--- config.mk ---
export PLATFORM = sky130hd
export DESIGN_NAME = distance_run_speed_profiler_core_flat
export DESIGN_NICKNAME = d
export VERILOG_FILES = /design/src/rtl/core/drsp_pkg.sv /design/src/rtl/core/drsp_in_if.sv /design/src/rtl/core/drsp_out_if.sv /design/src/rtl/core/drsp_cfg.sv /design/src/rtl/core/distance_run_speed_profiler_core.sv /design/src/flat_wrapper.sv
export SDC_FILE = /design/constraint.sdc
export NUM_CORES = 2
export LEC_CHECK = 0
export BUFFER_PORTS_ARGS = -buffer_cell sky130_fd_sc_hd__buf_2
export CAP_MARGIN = 20
export CORE_MARGIN = 2
export CORE_UTILIZATION = 55
export CTS_BUF_LIST = sky130_fd_sc_hd__clkbuf_4 sky130_fd_sc_hd__clkbuf_8
export DETAILED_ROUTE_END_ITERATION = 7
export PLACE_DENSITY = 0.8
export SETUP_SLACK_MARGIN = 0.3
export SLEW_MARGIN = 30
export SYNTH_ARGS = -nofsm -noshare
export SYNTH_HDL_FRONTEND = slang
export SYNTH_SLANG_ARGS = --single-unit
--- constraint.sdc ---
create_clock -name clk -period 15.7 [get_ports clk]
set_clock_uncertainty 0.15 [all_clocks]
set_input_delay 0.785 -clock clk [delete_from_list [all_inputs] [get_ports clk]]
set_output_delay 0.785 -clock clk [all_outputs]
set_load 0.05 [all_outputs]
--- src/rtl/core/drsp_pkg.sv ---
// Shared types, widths and codes of the distance run speed profiler.
`timescale 1ns / 1ps

package drsp_pkg;

	// Widths of the sample fields and of the distance sum.
	localparam int COUNT_BITS = 24;
	localparam int IN_W       = 24;
	localparam int SUM_W      = IN_W + 1;
	localparam int SAT_W      = (COUNT_BITS > SUM_W) ? COUNT_BITS : SUM_W;

	// Configuration registers.
	localparam int CFG_W  = 16;
	localparam int APB_DW = 32;
	localparam int ADDR_W = 4;

	// Shared multiplier and the fraction arithmetic.
	localparam int MUL_A_W = COUNT_BITS;
	localparam int MUL_B_W = CFG_W;
	localparam int PROD_W  = MUL_A_W + MUL_B_W;
	localparam int DIV_W   = 32;
	localparam int ROOT_W  = 16;
	localparam int CNT_W   = 5;

	localparam int SCALE_MM  = 10000;
	localparam int RAMP_SPAN = 300;
	localparam int LAMP_MAX  = 255;

	// Result field widths.
	localparam int PULSE_W = 11;
	localparam int LED_W   = 8;
	localparam int COLOR_W = 3 * LED_W;
	localparam int PHASE_W = 3;

	// Run phases.
	localparam logic [PHASE_W-1:0] PH_IDLE   = 3'd0;
	localparam logic [PHASE_W-1:0] PH_ARMED  = 3'd1;
	localparam logic [PHASE_W-1:0] PH_ACCEL  = 3'd2;
	localparam logic [PHASE_W-1:0] PH_CRUISE = 3'd3;
	localparam logic [PHASE_W-1:0] PH_DECEL  = 3'd4;
	localparam logic [PHASE_W-1:0] PH_ESTOP  = 3'd5;

	// Pulse widths in microseconds.
	localparam logic [PULSE_W-1:0] PULSE_STOP    = 11'd1100;
	localparam logic [PULSE_W-1:0] PULSE_NEUTRAL = 11'd1500;
	localparam logic [PULSE_W-1:0] PULSE_SLOW    = 11'd1600;
	localparam logic [PULSE_W-1:0] PULSE_CRUISE  = 11'd1900;

	// Lamp colors, red in the top byte.
	localparam logic [COLOR_W-1:0] COLOR_RED    = 24'hFF0000;
	localparam logic [COLOR_W-1:0] COLOR_GREEN  = 24'h00FF00;
	localparam logic [COLOR_W-1:0] COLOR_YELLOW = 24'hFFFF00;
	localparam logic [COLOR_W-1:0] COLOR_BLUE   = 24'h0000FF;

	typedef struct packed {
		logic [CFG_W-1:0] ticks_per_meter_tenths;
		logic [CFG_W-1:0] run_distance_mm;
		logic [CFG_W-1:0] accel_distance_mm;
		logic [CFG_W-1:0] decel_distance_mm;
	} drsp_cfg_t;

endpackage

--- src/rtl/core/drsp_in_if.sv ---
// Sample channel: encoder counts and buttons with a valid/ready handshake.
`timescale 1ns / 1ps

interface drsp_in_if;
	import drsp_pkg::*;

	logic                   valid;
	logic                   ready;
	logic signed [IN_W-1:0] left_count;
	logic signed [IN_W-1:0] right_count;
	logic                   go_button;
	logic                   stop_button;

	modport source (
		output valid, left_count, right_count, go_button, stop_button,
		input  ready
	);

	modport sink (
		input  valid, left_count, right_count, go_button, stop_button,
		output ready
	);
endinterface

--- src/rtl/core/drsp_out_if.sv ---
// Result channel: drive command, lamp color and phase with a valid/ready handshake.
`timescale 1ns / 1ps

interface drsp_out_if;
	import drsp_pkg::*;

	logic               valid;
	logic               ready;
	logic [PULSE_W-1:0] esc_pulse_us;
	logic [LED_W-1:0]   led_red;
	logic [LED_W-1:0]   led_green;
	logic [LED_W-1:0]   led_blue;
	logic               boost_enable;
	logic               clear_counts;
	logic [PHASE_W-1:0] run_phase;

	modport source (
		output valid, esc_pulse_us, led_red, led_green, led_blue, boost_enable,
		       clear_counts, run_phase,
		input  ready
	);

	modport sink (
		input  valid, esc_pulse_us, led_red, led_green, led_blue, boost_enable,
		       clear_counts, run_phase,
		output ready
	);
endinterface

--- src/rtl/core/drsp_cfg.sv ---
// APB register file holding the four run configuration registers.
`timescale 1ns / 1ps

module drsp_cfg import drsp_pkg::*; (
	input  logic              clk,
	input  logic              arst_n,
	input  logic              psel,
	input  logic              penable,
	input  logic              pwrite,
	input  logic [ADDR_W-1:0] paddr,
	input  logic [APB_DW-1:0] pwdata,
	output logic [APB_DW-1:0] prdata,
	output logic              pready,
	output drsp_cfg_t         cfg
);

	localparam logic [1:0] REG_TICKS = 2'd0;
	localparam logic [1:0] REG_RUN   = 2'd1;
	localparam logic [1:0] REG_ACCEL = 2'd2;
	localparam logic [1:0] REG_DECEL = 2'd3;

	drsp_cfg_t  cfg_q;
	logic       wr_en;
	logic [1:0] reg_sel;
	logic [CFG_W-1:0] rd_val;

	assign pready  = 1'b1;
	assign reg_sel = paddr[ADDR_W-1:2];
	assign wr_en   = psel && penable && pwrite;
	assign cfg     = cfg_q;

	always_ff @(posedge clk or negedge arst_n) begin
		if (!arst_n) begin
			cfg_q.ticks_per_meter_tenths <= 16'd1461;
			cfg_q.run_distance_mm        <= 16'd8500;
			cfg_q.accel_distance_mm      <= 16'd500;
			cfg_q.decel_distance_mm      <= 16'd1500;
		end else if (wr_en) begin
			unique case (reg_sel)
				REG_TICKS: cfg_q.ticks_per_meter_tenths <= pwdata[CFG_W-1:0];
				REG_RUN:   cfg_q.run_distance_mm        <= pwdata[CFG_W-1:0];
				REG_ACCEL: cfg_q.accel_distance_mm      <= pwdata[CFG_W-1:0];
				REG_DECEL: cfg_q.decel_distance_mm      <= pwdata[CFG_W-1:0];
				default:   cfg_q <= cfg_q;
			endcase
		end
	end

	always_comb begin
		unique case (reg_sel)
			REG_TICKS: rd_val = cfg_q.ticks_per_meter_tenths;
			REG_RUN:   rd_val = cfg_q.run_distance_mm;
			REG_ACCEL: rd_val = cfg_q.accel_distance_mm;
			REG_DECEL: rd_val = cfg_q.decel_distance_mm;
			default:   rd_val = '0;
		endcase
	end

	assign prdata = {{(APB_DW - CFG_W){1'b0}}, rd_val};

endmodule

--- src/rtl/core/distance_run_speed_profiler_core.sv ---
// Distance run speed profiler: turns one encoder and button sample into one drive
// command, lamp color and phase. Each accepted sample gives exactly one result.
// A sample that stops, arms, leaves the stop or finds the block idle goes straight
// to the finishing state. A sample in a running phase, or the release of go, first
// forms the four distance products (the distance sum times 10000 and the three
// configuration products) one after another in a single 24 by 16 bit multiplier.
// While the run is still on the acceleration ramp, the progress fraction is found
// by a 32 step restoring divide and then its square root by a 16 step digit
// recurrence. Both use the same subtractor, and two more passes through the
// multiplier scale the root for the pulse and the lamp. The sample port is ready
// only while the sequencer is idle. A finished result waits in the output
// register, so the next sample may be accepted before the previous result has
// been taken. Configuration must be written over the APB port only while no
// sample is in flight; the block itself does not enforce this. Registers lie at
// byte offsets 0, 4, 8 and 12.
`timescale 1ns / 1ps

module distance_run_speed_profiler_core import drsp_pkg::*; (
	input  logic              clk,
	input  logic              arst_n,
	drsp_in_if.sink           sample,
	drsp_out_if.source        result,
	input  logic              psel,
	input  logic              penable,
	input  logic              pwrite,
	input  logic [ADDR_W-1:0] paddr,
	input  logic [APB_DW-1:0] pwdata,
	output logic [APB_DW-1:0] prdata,
	output logic              pready
);

	// Sequencer states.
	localparam logic [3:0] ST_IDLE   = 4'd0;
	localparam logic [3:0] ST_S10    = 4'd1;
	localparam logic [3:0] ST_A      = 4'd2;
	localparam logic [3:0] ST_THR    = 4'd3;
	localparam logic [3:0] ST_END    = 4'd4;
	localparam logic [3:0] ST_DECIDE = 4'd5;
	localparam logic [3:0] ST_DIV    = 4'd6;
	localparam logic [3:0] ST_ROOT   = 4'd7;
	localparam logic [3:0] ST_P300   = 4'd8;
	localparam logic [3:0] ST_P255   = 4'd9;
	localparam logic [3:0] ST_FIN    = 4'd10;

	localparam logic [SAT_W-1:0] S_LIMIT =
		SAT_W'((64'd1 << COUNT_BITS) - 64'd1);
	localparam logic [DIV_W-1:0] ROOT_BIT_INIT = DIV_W'(64'd1 << (DIV_W - 2));
	localparam int RND_W = 26;

	drsp_cfg_t cfg;

	// Control and held run state.
	logic [3:0]         state_q;
	logic [PHASE_W-1:0] phase_q;
	logic [PULSE_W-1:0] pulse_q;
	logic [COLOR_W-1:0] color_q;
	logic               boost_q;
	logic               out_valid_q;

	// Datapath registers.
	logic [COUNT_BITS-1:0] s_q;
	logic [PHASE_W-1:0]    from_q;
	logic                  clear_q;
	logic [PROD_W-1:0]     s10_q;
	logic [PROD_W-1:0]     a_q;
	logic [PROD_W-1:0]     prod_q;
	logic                  lt_a_q;
	logic                  lt_thr_q;
	logic [DIV_W-1:0]      wrk_q;
	logic [DIV_W-1:0]      quot_q;
	logic [DIV_W-1:0]      res_q;
	logic [DIV_W-1:0]      bit_q;
	logic [CNT_W-1:0]      cnt_q;

	// Output register.
	logic [PULSE_W-1:0] o_pulse_q;
	logic [COLOR_W-1:0] o_color_q;
	logic               o_boost_q;
	logic               o_clear_q;
	logic [PHASE_W-1:0] o_phase_q;

	logic                  take;
	logic                  load_out;
	logic [IN_W-1:0]       mag_l;
	logic [IN_W-1:0]       mag_r;
	logic [SAT_W-1:0]      sum_w;
	logic [COUNT_BITS-1:0] s_sat;
	logic                  arm_release;

	logic [CFG_W:0]        run_diff;
	logic                  diff_neg;
	logic                  lt_end;

	logic [MUL_A_W-1:0]    mul_a;
	logic [MUL_B_W-1:0]    mul_b;
	logic [PROD_W-1:0]     mul_p;

	logic [DIV_W:0]        sub_m;
	logic [DIV_W:0]        sub_s;
	logic [DIV_W+1:0]      sub_d;
	logic                  sub_ge;
	logic [DIV_W:0]        rem2;

	logic [ROOT_W-1:0]     root_p;
	logic [RND_W-1:0]      ramp_rnd;
	logic [LED_W-1:0]      lamp_lv;

	drsp_cfg u_cfg (
		.clk     (clk),
		.arst_n  (arst_n),
		.psel    (psel),
		.penable (penable),
		.pwrite  (pwrite),
		.paddr   (paddr),
		.pwdata  (pwdata),
		.prdata  (prdata),
		.pready  (pready),
		.cfg     (cfg)
	);

	// The sample is taken only while the sequencer is idle.
	assign sample.ready = (state_q == ST_IDLE);
	assign take         = sample.valid && sample.ready;
	assign load_out     = (state_q == ST_FIN) && (!out_valid_q || result.ready);

	// Distance sum: magnitudes of both counts, saturated to the count width.
	assign mag_l = sample.left_count[IN_W-1]  ? (~sample.left_count + 1'b1)
	                                          : sample.left_count;
	assign mag_r = sample.right_count[IN_W-1] ? (~sample.right_count + 1'b1)
	                                          : sample.right_count;
	assign sum_w = SAT_W'(mag_l) + SAT_W'(mag_r);
	assign s_sat = (sum_w > S_LIMIT) ? COUNT_BITS'(S_LIMIT) : COUNT_BITS'(sum_w);

	// Releasing go from the armed phase judges the run at zero distance.
	assign arm_release = !sample.stop_button && !sample.go_button && (phase_q == PH_ARMED);

	// The cruise limit is negative when the slow zone is longer than the run.
	assign run_diff = {1'b0, cfg.run_distance_mm} - {1'b0, cfg.decel_distance_mm};
	assign diff_neg = run_diff[CFG_W];
	assign lt_end   = (s10_q < prod_q);

	// Shared multiplier: operands chosen by the sequencer state.
	always_comb begin
		mul_a = '0;
		mul_b = '0;
		unique case (state_q)
			ST_S10: begin
				mul_a = s_q;
				mul_b = MUL_B_W'(SCALE_MM);
			end
			ST_A: begin
				mul_a = MUL_A_W'(cfg.accel_distance_mm);
				mul_b = cfg.ticks_per_meter_tenths;
			end
			ST_THR: begin
				mul_a = MUL_A_W'(run_diff[CFG_W-1:0]);
				mul_b = cfg.ticks_per_meter_tenths;
			end
			ST_END: begin
				mul_a = MUL_A_W'(cfg.run_distance_mm);
				mul_b = cfg.ticks_per_meter_tenths;
			end
			ST_P300: begin
				mul_a = MUL_A_W'(RAMP_SPAN);
				mul_b = root_p;
			end
			ST_P255: begin
				mul_a = MUL_A_W'(LAMP_MAX);
				mul_b = root_p;
			end
			default: begin
				mul_a = '0;
				mul_b = '0;
			end
		endcase
	end

	assign mul_p = {{MUL_B_W{1'b0}}, mul_a} * {{MUL_A_W{1'b0}}, mul_b};

	// Shared subtractor: divide step against the ramp length, or root step
	// against the partial root plus the current bit.
	assign rem2 = {wrk_q, 1'b0};

	always_comb begin
		if (state_q == ST_DIV) begin
			sub_m = rem2;
			sub_s = {1'b0, a_q[DIV_W-1:0]};
		end else begin
			sub_m = {1'b0, wrk_q};
			sub_s = {1'b0, res_q} + {1'b0, bit_q};
		end
	end

	assign sub_d  = {1'b0, sub_m} - {1'b0, sub_s};
	assign sub_ge = !sub_d[DIV_W+1];

	// Progress root scaling for pulse (rounded) and lamp level (truncated).
	assign root_p   = res_q[ROOT_W-1:0];
	assign ramp_rnd = mul_p[RND_W-1:0] + RND_W'(32'd32768);
	assign lamp_lv  = mul_p[ROOT_W+LED_W-1:ROOT_W];

	// Sequencer and held run state.
	always_ff @(posedge clk or negedge arst_n) begin
		if (!arst_n) begin
			state_q     <= ST_IDLE;
			phase_q     <= PH_IDLE;
			pulse_q     <= PULSE_NEUTRAL;
			color_q     <= '0;
			boost_q     <= 1'b0;
			out_valid_q <= 1'b0;
		end else begin
			// A new result replaces the one that leaves in the same cycle.
			if (load_out) begin
				out_valid_q <= 1'b1;
			end else if (out_valid_q && result.ready) begin
				out_valid_q <= 1'b0;
			end
			unique case (state_q)
				ST_IDLE: begin
					if (take) begin
						if (sample.stop_button) begin
							phase_q <= PH_ESTOP;
							pulse_q <= PULSE_NEUTRAL;
							color_q <= COLOR_RED;
							boost_q <= 1'b0;
							state_q <= ST_FIN;
						end else begin
							case (phase_q) inside
								PH_IDLE, PH_ARMED: begin
									if (sample.go_button) begin
										phase_q <= PH_ARMED;
										boost_q <= 1'b1;
										pulse_q <= PULSE_NEUTRAL;
										color_q <= COLOR_GREEN;
										state_q <= ST_FIN;
									end else if (phase_q == PH_ARMED) begin
										state_q <= ST_S10;
									end else begin
										state_q <= ST_FIN;
									end
								end
								PH_ACCEL, PH_CRUISE, PH_DECEL: begin
									state_q <= ST_S10;
								end
								default: begin
									phase_q <= PH_IDLE;
									state_q <= ST_FIN;
								end
							endcase
						end
					end
				end
				ST_S10: state_q <= ST_A;
				ST_A:   state_q <= ST_THR;
				ST_THR: state_q <= ST_END;
				ST_END: state_q <= ST_DECIDE;
				ST_DECIDE: begin
					if ((from_q == PH_ACCEL) && lt_a_q) begin
						phase_q <= PH_ACCEL;
						state_q <= ST_DIV;
					end else if (((from_q == PH_ACCEL) || (from_q == PH_CRUISE)) && lt_thr_q) begin
						phase_q <= PH_CRUISE;
						pulse_q <= PULSE_CRUISE;
						color_q <= COLOR_YELLOW;
						state_q <= ST_FIN;
					end else if (lt_end) begin
						phase_q <= PH_DECEL;
						pulse_q <= PULSE_SLOW;
						color_q <= COLOR_BLUE;
						state_q <= ST_FIN;
					end else begin
						phase_q <= PH_IDLE;
						pulse_q <= PULSE_STOP;
						color_q <= COLOR_RED;
						state_q <= ST_FIN;
					end
				end
				ST_DIV: begin
					if (cnt_q == '0) begin
						state_q <= ST_ROOT;
					end
				end
				ST_ROOT: begin
					if (cnt_q == '0) begin
						state_q <= ST_P300;
					end
				end
				ST_P300: begin
					pulse_q <= PULSE_SLOW + PULSE_W'(ramp_rnd[RND_W-1:ROOT_W]);
					state_q <= ST_P255;
				end
				ST_P255: begin
					color_q <= {lamp_lv, lamp_lv, {LED_W{1'b0}}};
					state_q <= ST_FIN;
				end
				ST_FIN: begin
					if (load_out) begin
						state_q <= ST_IDLE;
					end
				end
				default: state_q <= ST_IDLE;
			endcase
		end
	end

	// Datapath registers: captured sample, products, divide and root words.
	always_ff @(posedge clk) begin
		if (take) begin
			s_q     <= arm_release ? '0 : s_sat;
			from_q  <= (phase_q == PH_ARMED) ? PH_ACCEL : phase_q;
			clear_q <= !sample.stop_button &&
			           (sample.go_button ? ((phase_q == PH_IDLE) || (phase_q == PH_ARMED))
			                             : (phase_q == PH_ARMED));
		end
		unique case (state_q)
			ST_S10: s10_q <= mul_p;
			ST_A:   a_q   <= mul_p;
			ST_THR: begin
				lt_a_q <= (s10_q < a_q);
				prod_q <= mul_p;
			end
			ST_END: begin
				lt_thr_q <= !diff_neg && (s10_q < prod_q);
				prod_q   <= mul_p;
			end
			ST_DECIDE: begin
				// Only used on the ramp, where the scaled distance is below the
				// ramp length and so fits the divide word.
				wrk_q  <= s10_q[DIV_W-1:0];
				quot_q <= '0;
				cnt_q  <= CNT_W'(DIV_W - 1);
			end
			ST_DIV: begin
				quot_q <= {quot_q[DIV_W-2:0], sub_ge};
				if (cnt_q == '0) begin
					wrk_q <= {quot_q[DIV_W-2:0], sub_ge};
					res_q <= '0;
					bit_q <= ROOT_BIT_INIT;
					cnt_q <= CNT_W'(ROOT_W - 1);
				end else begin
					wrk_q <= sub_ge ? sub_d[DIV_W-1:0] : rem2[DIV_W-1:0];
					cnt_q <= cnt_q - 1'b1;
				end
			end
			ST_ROOT: begin
				if (sub_ge) begin
					wrk_q <= sub_d[DIV_W-1:0];
					res_q <= (res_q >> 1) + bit_q;
				end else begin
					res_q <= res_q >> 1;
				end
				bit_q <= bit_q >> 2;
				cnt_q <= cnt_q - 1'b1;
			end
			default: begin
			end
		endcase
		if (load_out) begin
			o_pulse_q <= pulse_q;
			o_color_q <= color_q;
			o_boost_q <= boost_q;
			o_clear_q <= clear_q;
			o_phase_q <= phase_q;
		end
	end

	assign result.valid        = out_valid_q;
	assign result.esc_pulse_us = o_pulse_q;
	assign result.led_red      = o_color_q[COLOR_W-1:2*LED_W];
	assign result.led_green    = o_color_q[2*LED_W-1:LED_W];
	assign result.led_blue     = o_color_q[LED_W-1:0];
	assign result.boost_enable = o_boost_q;
	assign result.clear_counts = o_clear_q;
	assign result.run_phase    = o_phase_q;

endmodule

--- src/flat_wrapper.sv ---
// flat-port wrapper written by rule: the top's interface ports become plain ports
module distance_run_speed_profiler_core_flat import drsp_pkg::*;
  (clk, arst_n, psel, penable, pwrite, paddr, pwdata, prdata, pready, sample_valid, sample_left_count, sample_right_count, sample_go_button, sample_stop_button, sample_ready, result_valid, result_esc_pulse_us, result_led_red, result_led_green, result_led_blue, result_boost_enable, result_clear_counts, result_run_phase, result_ready);
  drsp_in_if sample_i ();
  drsp_out_if result_i ();
  input  logic clk;
  input  logic arst_n;
  input  logic psel;
  input  logic penable;
  input  logic pwrite;
  input  logic [ADDR_W-1:0] paddr;
  input  logic [APB_DW-1:0] pwdata;
  output logic [APB_DW-1:0] prdata;
  output logic pready;
  input wire logic [$bits(sample_i.valid)-1:0] sample_valid;
  input wire logic [$bits(sample_i.left_count)-1:0] sample_left_count;
  input wire logic [$bits(sample_i.right_count)-1:0] sample_right_count;
  input wire logic [$bits(sample_i.go_button)-1:0] sample_go_button;
  input wire logic [$bits(sample_i.stop_button)-1:0] sample_stop_button;
  output wire logic [$bits(sample_i.ready)-1:0] sample_ready;
  output wire logic [$bits(result_i.valid)-1:0] result_valid;
  output wire logic [$bits(result_i.esc_pulse_us)-1:0] result_esc_pulse_us;
  output wire logic [$bits(result_i.led_red)-1:0] result_led_red;
  output wire logic [$bits(result_i.led_green)-1:0] result_led_green;
  output wire logic [$bits(result_i.led_blue)-1:0] result_led_blue;
  output wire logic [$bits(result_i.boost_enable)-1:0] result_boost_enable;
  output wire logic [$bits(result_i.clear_counts)-1:0] result_clear_counts;
  output wire logic [$bits(result_i.run_phase)-1:0] result_run_phase;
  input wire logic [$bits(result_i.ready)-1:0] result_ready;
  assign sample_i.valid = sample_valid;
  assign sample_i.left_count = sample_left_count;
  assign sample_i.right_count = sample_right_count;
  assign sample_i.go_button = sample_go_button;
  assign sample_i.stop_button = sample_stop_button;
  assign sample_ready = sample_i.ready;
  assign result_valid = result_i.valid;
  assign result_esc_pulse_us = result_i.esc_pulse_us;
  assign result_led_red = result_i.led_red;
  assign result_led_green = result_i.led_green;
  assign result_led_blue = result_i.led_blue;
  assign result_boost_enable = result_i.boost_enable;
  assign result_clear_counts = result_i.clear_counts;
  assign result_run_phase = result_i.run_phase;
  assign result_i.ready = result_ready;
  distance_run_speed_profiler_core u_core (.clk(clk), .arst_n(arst_n), .sample(sample_i), .result(result_i), .psel(psel), .penable(penable), .pwrite(pwrite), .paddr(paddr), .pwdata(pwdata), .prdata(prdata), .pready(pready));
endmodule
After elaboration in Yosys (flattened, before gate mapping):

Cells that the tools add are included.

* $add $sub $neg: 10
* multipliers: 1
* $lt $le $gt $ge: 3
* equal/unequal tests: 29
* multiplexer cells: 62
* bitwise logic cells: 2
* reduce and logical (&&, ||, !) cells: 48

Operators by type and width (number)
* $mux 24: 10
* $mux 32: 6
* $pmux 24 s6: 1
* $pmux 32 s2: 2
* $pmux 32 s3: 1
* $lt 40x40->1: 2
* $pmux 24 s3: 1
* $mux 11: 6
* $mux 33: 2
* $pmux 16 s4: 1
* $pmux 31 s2: 1
* $add 24x1->24 const B: 2
* $not 24->24: 2
* $pmux 16 s3: 1
* $pmux 4 s11: 1
* $mul 24x16->40: 1
* $mux 4: 10
* $sub 33x33->34: 1
* $add 32x32->33: 1
* $pmux 11 s3: 1
* $add 31x32->32: 1
* $add 26x16->26 const B: 1
* $add 24x24->25: 1
* $gt 25x24->1 const B: 1
* other kinds (36): 98

* flip-flop bits (word level): 430
* bits of input ports: 93
* output and inout bits: 75

Depth between registers and ports, before layout:

* word-level depth: 7
* depth in mapped cells: 41
* gate-level depth less buffers: 40

Hierarchy:

From an unflattened synthesis, not the netlist that was laid out.

* cell total of the unflattened synthesis: 3834
* area, all modules: 37538.5 um^2

By module, submodules not included
* distance_run_speed_profiler_core: instances 1, cells each 3654, area an instance 34501.8 um^2, sequential area each 9913.3 um^2
* drsp_cfg: instances 1, cells each 180, area an instance 3036.7 um^2, sequential area each 1632.8 um^2

Worst setup path before layout:

OpenSTA, ideal clock, no wires.

* path kind: reg-to-reg
* from: register u_core.state_q[0]
* to: register u_core.a_q[38], data pin
* library setup time: 0.267 ns
* arrival: 8.664 ns
* path slack: 6.619 ns
* stages on the path, launching flop included: 30
* cells stage by stage: dfrtp_1 > nand2b_1 > nor3_1 > clkbuf_1 > a21oi_1 > o211ai_1 > nand2_1 > fa_1 > inv_1 > fa_1 > inv_1 > fa_1 > inv_1 > fa_1 > fa_1 > inv_1 > fa_1 > inv_1 > ha_1 > nor3_1 > nor3_1 > o21a_1 > a31o_2 > a311o_1 > a41oi_1 > o31a_1 > a21oi_1 > a21o_1 > a21oi_1 > xnor2_1

* longest elaborated chain between the ends: 4
* elaborated cells between the ends (all ways): 11
* classes of those cells: 1 x mul; 6 x eq/ne; 2 x mux; 2 x reduce/logical

RTL lines
* from (decl): RTL line distance_run_speed_profiler_core.sv:53 `logic [3:0] state_q;`
* from (signal assigned): RTL line distance_run_speed_profiler_core.sv:205 `state_q <= ST_IDLE;`
* from (signal assigned): RTL line distance_run_speed_profiler_core.sv:226 `state_q <= ST_FIN;`
* from (signal assigned): RTL line distance_run_speed_profiler_core.sv:235 `state_q <= ST_FIN;`
* $eq 4x2->1, or another cell as far along: RTL line distance_run_speed_profiler_core.sv:146 `unique case (state_q)`
* $reduce_or 3->1 (no line) / $reduce_or 2->1 (equally long branches)
* $pmux 16 s3: RTL line distance_run_speed_profiler_core.sv:146
* $mul 24x16->40 *: RTL line distance_run_speed_profiler_core.sv:178 `assign mul_p = {{MUL_B_W{1'b0}}, mul_a} * {{MUL_A_W{1'b0}}, mul_b};`
* net u_core.mul_p[38]: RTL line distance_run_speed_profiler_core.sv:96 `logic [PROD_W-1:0] mul_p;`
* to (signal assigned): RTL line distance_run_speed_profiler_core.sv:317 `ST_A: a_q <= mul_p;`
* to (decl): RTL line distance_run_speed_profiler_core.sv:65 `logic [PROD_W-1:0] a_q;`

Mark *: on every way through the listed nets, which the timed path passes. The rest lies on a longest branch.
A chain may end at the register's enable or synchronous reset.

Final worst setup path:

* from: register u_core.state_q[2]
* to: register u_core.pulse_q[8]

* longest elaborated chain between the ends: 7
* elaborated cells between the ends (all ways): 23
* classes of those cells: 2 x add/sub; 1 x mul; 11 x eq/ne; 3 x mux; 6 x reduce/logical

RTL lines
* $eq 4x2->1, or another cell as far along: RTL line distance_run_speed_profiler_core.sv:146
* $reduce_or 3->1 (no line) / $reduce_or 2->1 (equally long branches)
* $pmux 16 s3: RTL line distance_run_speed_profiler_core.sv:146
* $mul 24x16->40 *: RTL line distance_run_speed_profiler_core.sv:178
* net u_core.mul_p[22]: RTL line distance_run_speed_profiler_core.sv:96
* $add 26x16->26 *: RTL line distance_run_speed_profiler_core.sv:199 `assign ramp_rnd = mul_p[RND_W-1:0] + RND_W'(32'd32768);`
* $add 11x10->11 *: RTL line distance_run_speed_profiler_core.sv:289 `pulse_q <= PULSE_SLOW + PULSE_W'(ramp_rnd[RND_W-1:ROOT_W]);`
* $pmux 11 s3 *: RTL line distance_run_speed_profiler_core.sv:218 `unique case (state_q)`
* to (signal assigned): RTL line distance_run_speed_profiler_core.sv:289
* to (decl): RTL line distance_run_speed_profiler_core.sv:55 `logic [PULSE_W-1:0] pulse_q;`

Marked as above.

==> run summary <==
====================================================================================================
Critical Path Sink Type                                                                     register
Final worst slack                                                                            4.73 ns
Pin count of the biggest net entering global routing                                              80
Non-filler cells in the finished layout                                                         4825
Count of cells resized by post-cts repair                                                          0
Seq/Total Area, Yosys                                                                          31.7%
Endpoints failing setup                                                                            0
Most frequent standard cell in the layout excluding fill and tap cells                         inv_1
Count of TritonRoute iterations in the first routing pass                                          6
CP max stage cell                                                                            a22oi_1
Avg Vias per Cell                                                                               5.97
Maximum fanout along the worst path                                                               28
Post-DP Area                                                                             38300 sq um
Post-synthesis cell area                                                                 36400 sq um
Max-slew violations                                                                                0
Initial core utilization                                                                       55.5%
Port-buffer cells                                                                                132
Post-layout nets                                                                                4606
Detailed router's first-iteration violation count                                               2821
CTS buffer count                                                                                  70
Least-Margin Pin Slew                                                                        1.07 ns
Finished Cell Area                                                                       39800 sq um
GR peak layer                                                                                   met2
#FFs+latches synth                                                                               400
Die X-Extent                                                                                  261 um
Global Route met3 Usage                                                                        5.67%
Setup bufs post-CTS                                                                                0
Reg area                                                                                 11500 sq um
Post-synthesis instance total                                                                   3709
Start of the worst register-to-register path                                            u_core.state_q[2]$_DFFE_PN0P_
Number of nets still failing antenna checks after routing                                          0
Unrepaired setup endpoints after global routing                                                false
Total DRC errors in the routed layout                                                              0
Aggregate routed wire length                                                                 98.6 mm
FFs w/ async S/R, synth                                                                        25.3%
Clock tree from TritonCTS                                                                        yes
Fraction of layout instances using a drive strength above 1                                    11.1%
Origin of the worst min-delay path                                                         pwdata[0]
Combined global-route utilization of all metal layers                                          29.0%
Number of global-route vias before repair                                                      28.3k
Final routed wire length divided by cell count                                               20.4 um
Skew-Pair Late Insertion Delay                                                               0.69 ns
H-tree depth reported by CTS                                                                       3
Maximum Capacitance Violations                                                                     0
Number of placed cells counting well taps                                                       4694
Pre-CTS setup slack                                                                          5.11 ns
Source of the critical timing path                                                      u_core.state_q[2]$_DFFE_PN0P_
Mapped Avg Cell Area                                                                      9.82 sq um
Final-layout fill cell count                                                                    5335
Number of distinct standard cells referenced by the synthesized netlist                           82
Ratio of final minimum period to clock period                                                  69.8%
Total clock sinks                                                                                400
Worst-case headroom to the max-slew limit                                                      28.2%
Num ports                                                                                        168
Number of antenna violations at the first check in global routing                                  7
Class of the tightest hold or removal check                                             input pin to register
Vertical extent of the die                                                                    261 um
Critical path launch point type                                                             register
Area added between synthesis and finish                                                        9.20%
Number of enable-type register cells in the synthesized netlist                                  299
Gr ovfl total                                                                                      0
Cell row count                                                                                    94
Final hold viol count                                                                              0
Clock-pin slew reported for the worst setup and hold paths after clock tree synthesis        0.07 ns
M2 GR Usage                                                                                    47.4%
Number of warnings issued by yosys                                                                 0
Most frequent cells in the layout                                                       472 x inv_1, 470 x nand2_1, 309 x fa_1, 301 x ha_1, 299 x edfxtp_1
First-pass GRT wire length                                                                    154 mm
Status                                                                                     completed
Area occupied by multi-input gates                                                       22900 sq um
Bufs on Longest Clock Path                                                                         3
Core box area                                                                            65600 sq um
Critical path data arrival time                                                             11.42 ns
Post-Route Setup TNS                                                                            0 ns
DP HPWL                                                                                      76.0 mm
Path type of the worst setup path                                                       register to register
Fmax achieved                                                                               91.2 MHz
Vias after detailed routing                                                                    28.8k
Commonest register cell after synthesis                                                     edfxtp_1
Minimum period implied by the final worst setup slack                                       10.97 ns
Met1 global-route usage                                                                        36.9%
Final GP Congestion                                                                            0.991
Required time at the worst-slack endpoint                                                   16.16 ns
CP max stage delay                                                                           0.78 ns
Clock Tree Root                                                                             clkbuf_8
Overall die area                                                                         68300 sq um
====================================================================================================
[flip-flops by register name, indices dropped and copies added (netlist names), 24 cells and up]
register,count
u_core.u_cfg.cfg,64
u_core.a_q,40
u_core.prod_q,40
u_core.s10_q,40
u_core.res_q,32
u_core.wrk_q,32
u_core.quot_q,31
u_core.s_q,24
[metrics by stage]
step / utilization (%) / hold slack (ns)
floorplan: - / 0.250
global placement: 58.3 / 0.258
detailed placement: 58.3 / 0.257
CTS: 60.6 / 0.221
global route: 60.6 / 0.247
finish: 60.6 / 0.244
[critical path, delay by kind of cell, from the launching register on]
kind | cells | cell delay [ns]
buf+inv | 7 | 1.43
flops | 1 | 0.66
xor+xnor | 3 | 1.06
simple gates | 9 | 2.34
compound gates | 4 | 1.54
fa+ha+maj | 8 | 3.71
[cells in the mapped netlist, types with 15 or more instances]
cell | count | area, sq um
buf_4 | 24 | 180
a22oi_1 | 21 | 158
nand2_1 | 472 | 1770
dfrtp_1 | 69 | 1730
mux4_2 | 16 | 360
or3_1 | 15 | 93.8
and3_1 | 63 | 394
a31oi_1 | 38 | 238
o21ai_1 | 15 | 75.1
a22o_1 | 15 | 131
clkbuf_1 | 110 | 413
nor2_1 | 242 | 908
nand2b_1 | 33 | 206
o22ai_1 | 28 | 175
dfstp_2 | 32 | 841
nand4_1 | 24 | 150
inv_1 | 472 | 1770
xnor2_1 | 117 | 1020
edfxtp_1 | 299 | 8980
mux2_2 | 64 | 721
o21ai_0 | 126 | 631
nor3_1 | 32 | 160
nor2b_1 | 35 | 219
a211oi_1 | 30 | 225
a21oi_1 | 208 | 1040
nand3_1 | 28 | 140
o22a_1 | 20 | 175
o21bai_1 | 17 | 128
ha_1 | 301 | 3770
xor2_1 | 83 | 727
fa_1 | 309 | 6190
a221oi_1 | 23 | 201
and2_1 | 39 | 244
a21o_1 | 84 | 631
o31ai_1 | 21 | 158
[layout make-up]
type                    instances  share of cell area (%)
multi-input cells            2786                    57.6
flip-flops and latches        400                    29.0
inverters                     473                    4.46
clock buffers                  94                    2.95
well taps                     864                    2.72
repair buffers                172                    2.43
clock inverters                33                   0.777
diodes                          3                  0.0189
[cell families (layout without fill, tap and decap cells)]
logic type	count (synthesis)	count (layout)	share of synthesized area, %
simple gates	1022	1022	12.5
compound gates	766	766	13.9
flops	400	400	31.7
mux	83	83	3.05
fa+ha+maj	610	610	27.3
xor+xnor	200	200	4.81
other cells	2	108	0.0206
buf+inv	626	772	6.71
[routing by layer]
metal	vias to the layer above	part of all wire, %
met5	-	0.012
met4	2	5.7
met3	335	9.5
met2	1374	46
met1	14037	39
li1	13052	-
[repair_timing]
action	in CTS	in global routing
setup endpoints to repair	0	0
hold buffers	1	0
endpoints found under the hold margin	30	0
[path summary, 6_finish.rpt]
path	endpoint	slack [ns]	cells after the start
setup / recovery	u_core.pulse_q[8]$_DFFE_PN1P_	4.73	31
hold / removal	u_core.u_cfg.cfg[32]$_DFFE_PN0P_	0.24	2
setup reg to reg	u_core.pulse_q[8]$_DFFE_PN1P_	4.73	31
hold reg to reg	u_core.result.clear_counts$_DFFE_PP_	0.27	0
max in group asynchronous	u_core.u_cfg.cfg[54]$_DFFE_PN0P_	13.53	3
min in group asynchronous	u_core.color_q[13]$_DFFE_PN0P_	0.54	2
Power is not shown: default switching activity piles up to over one toggle a cycle in this logic, so the estimate is an artifact.
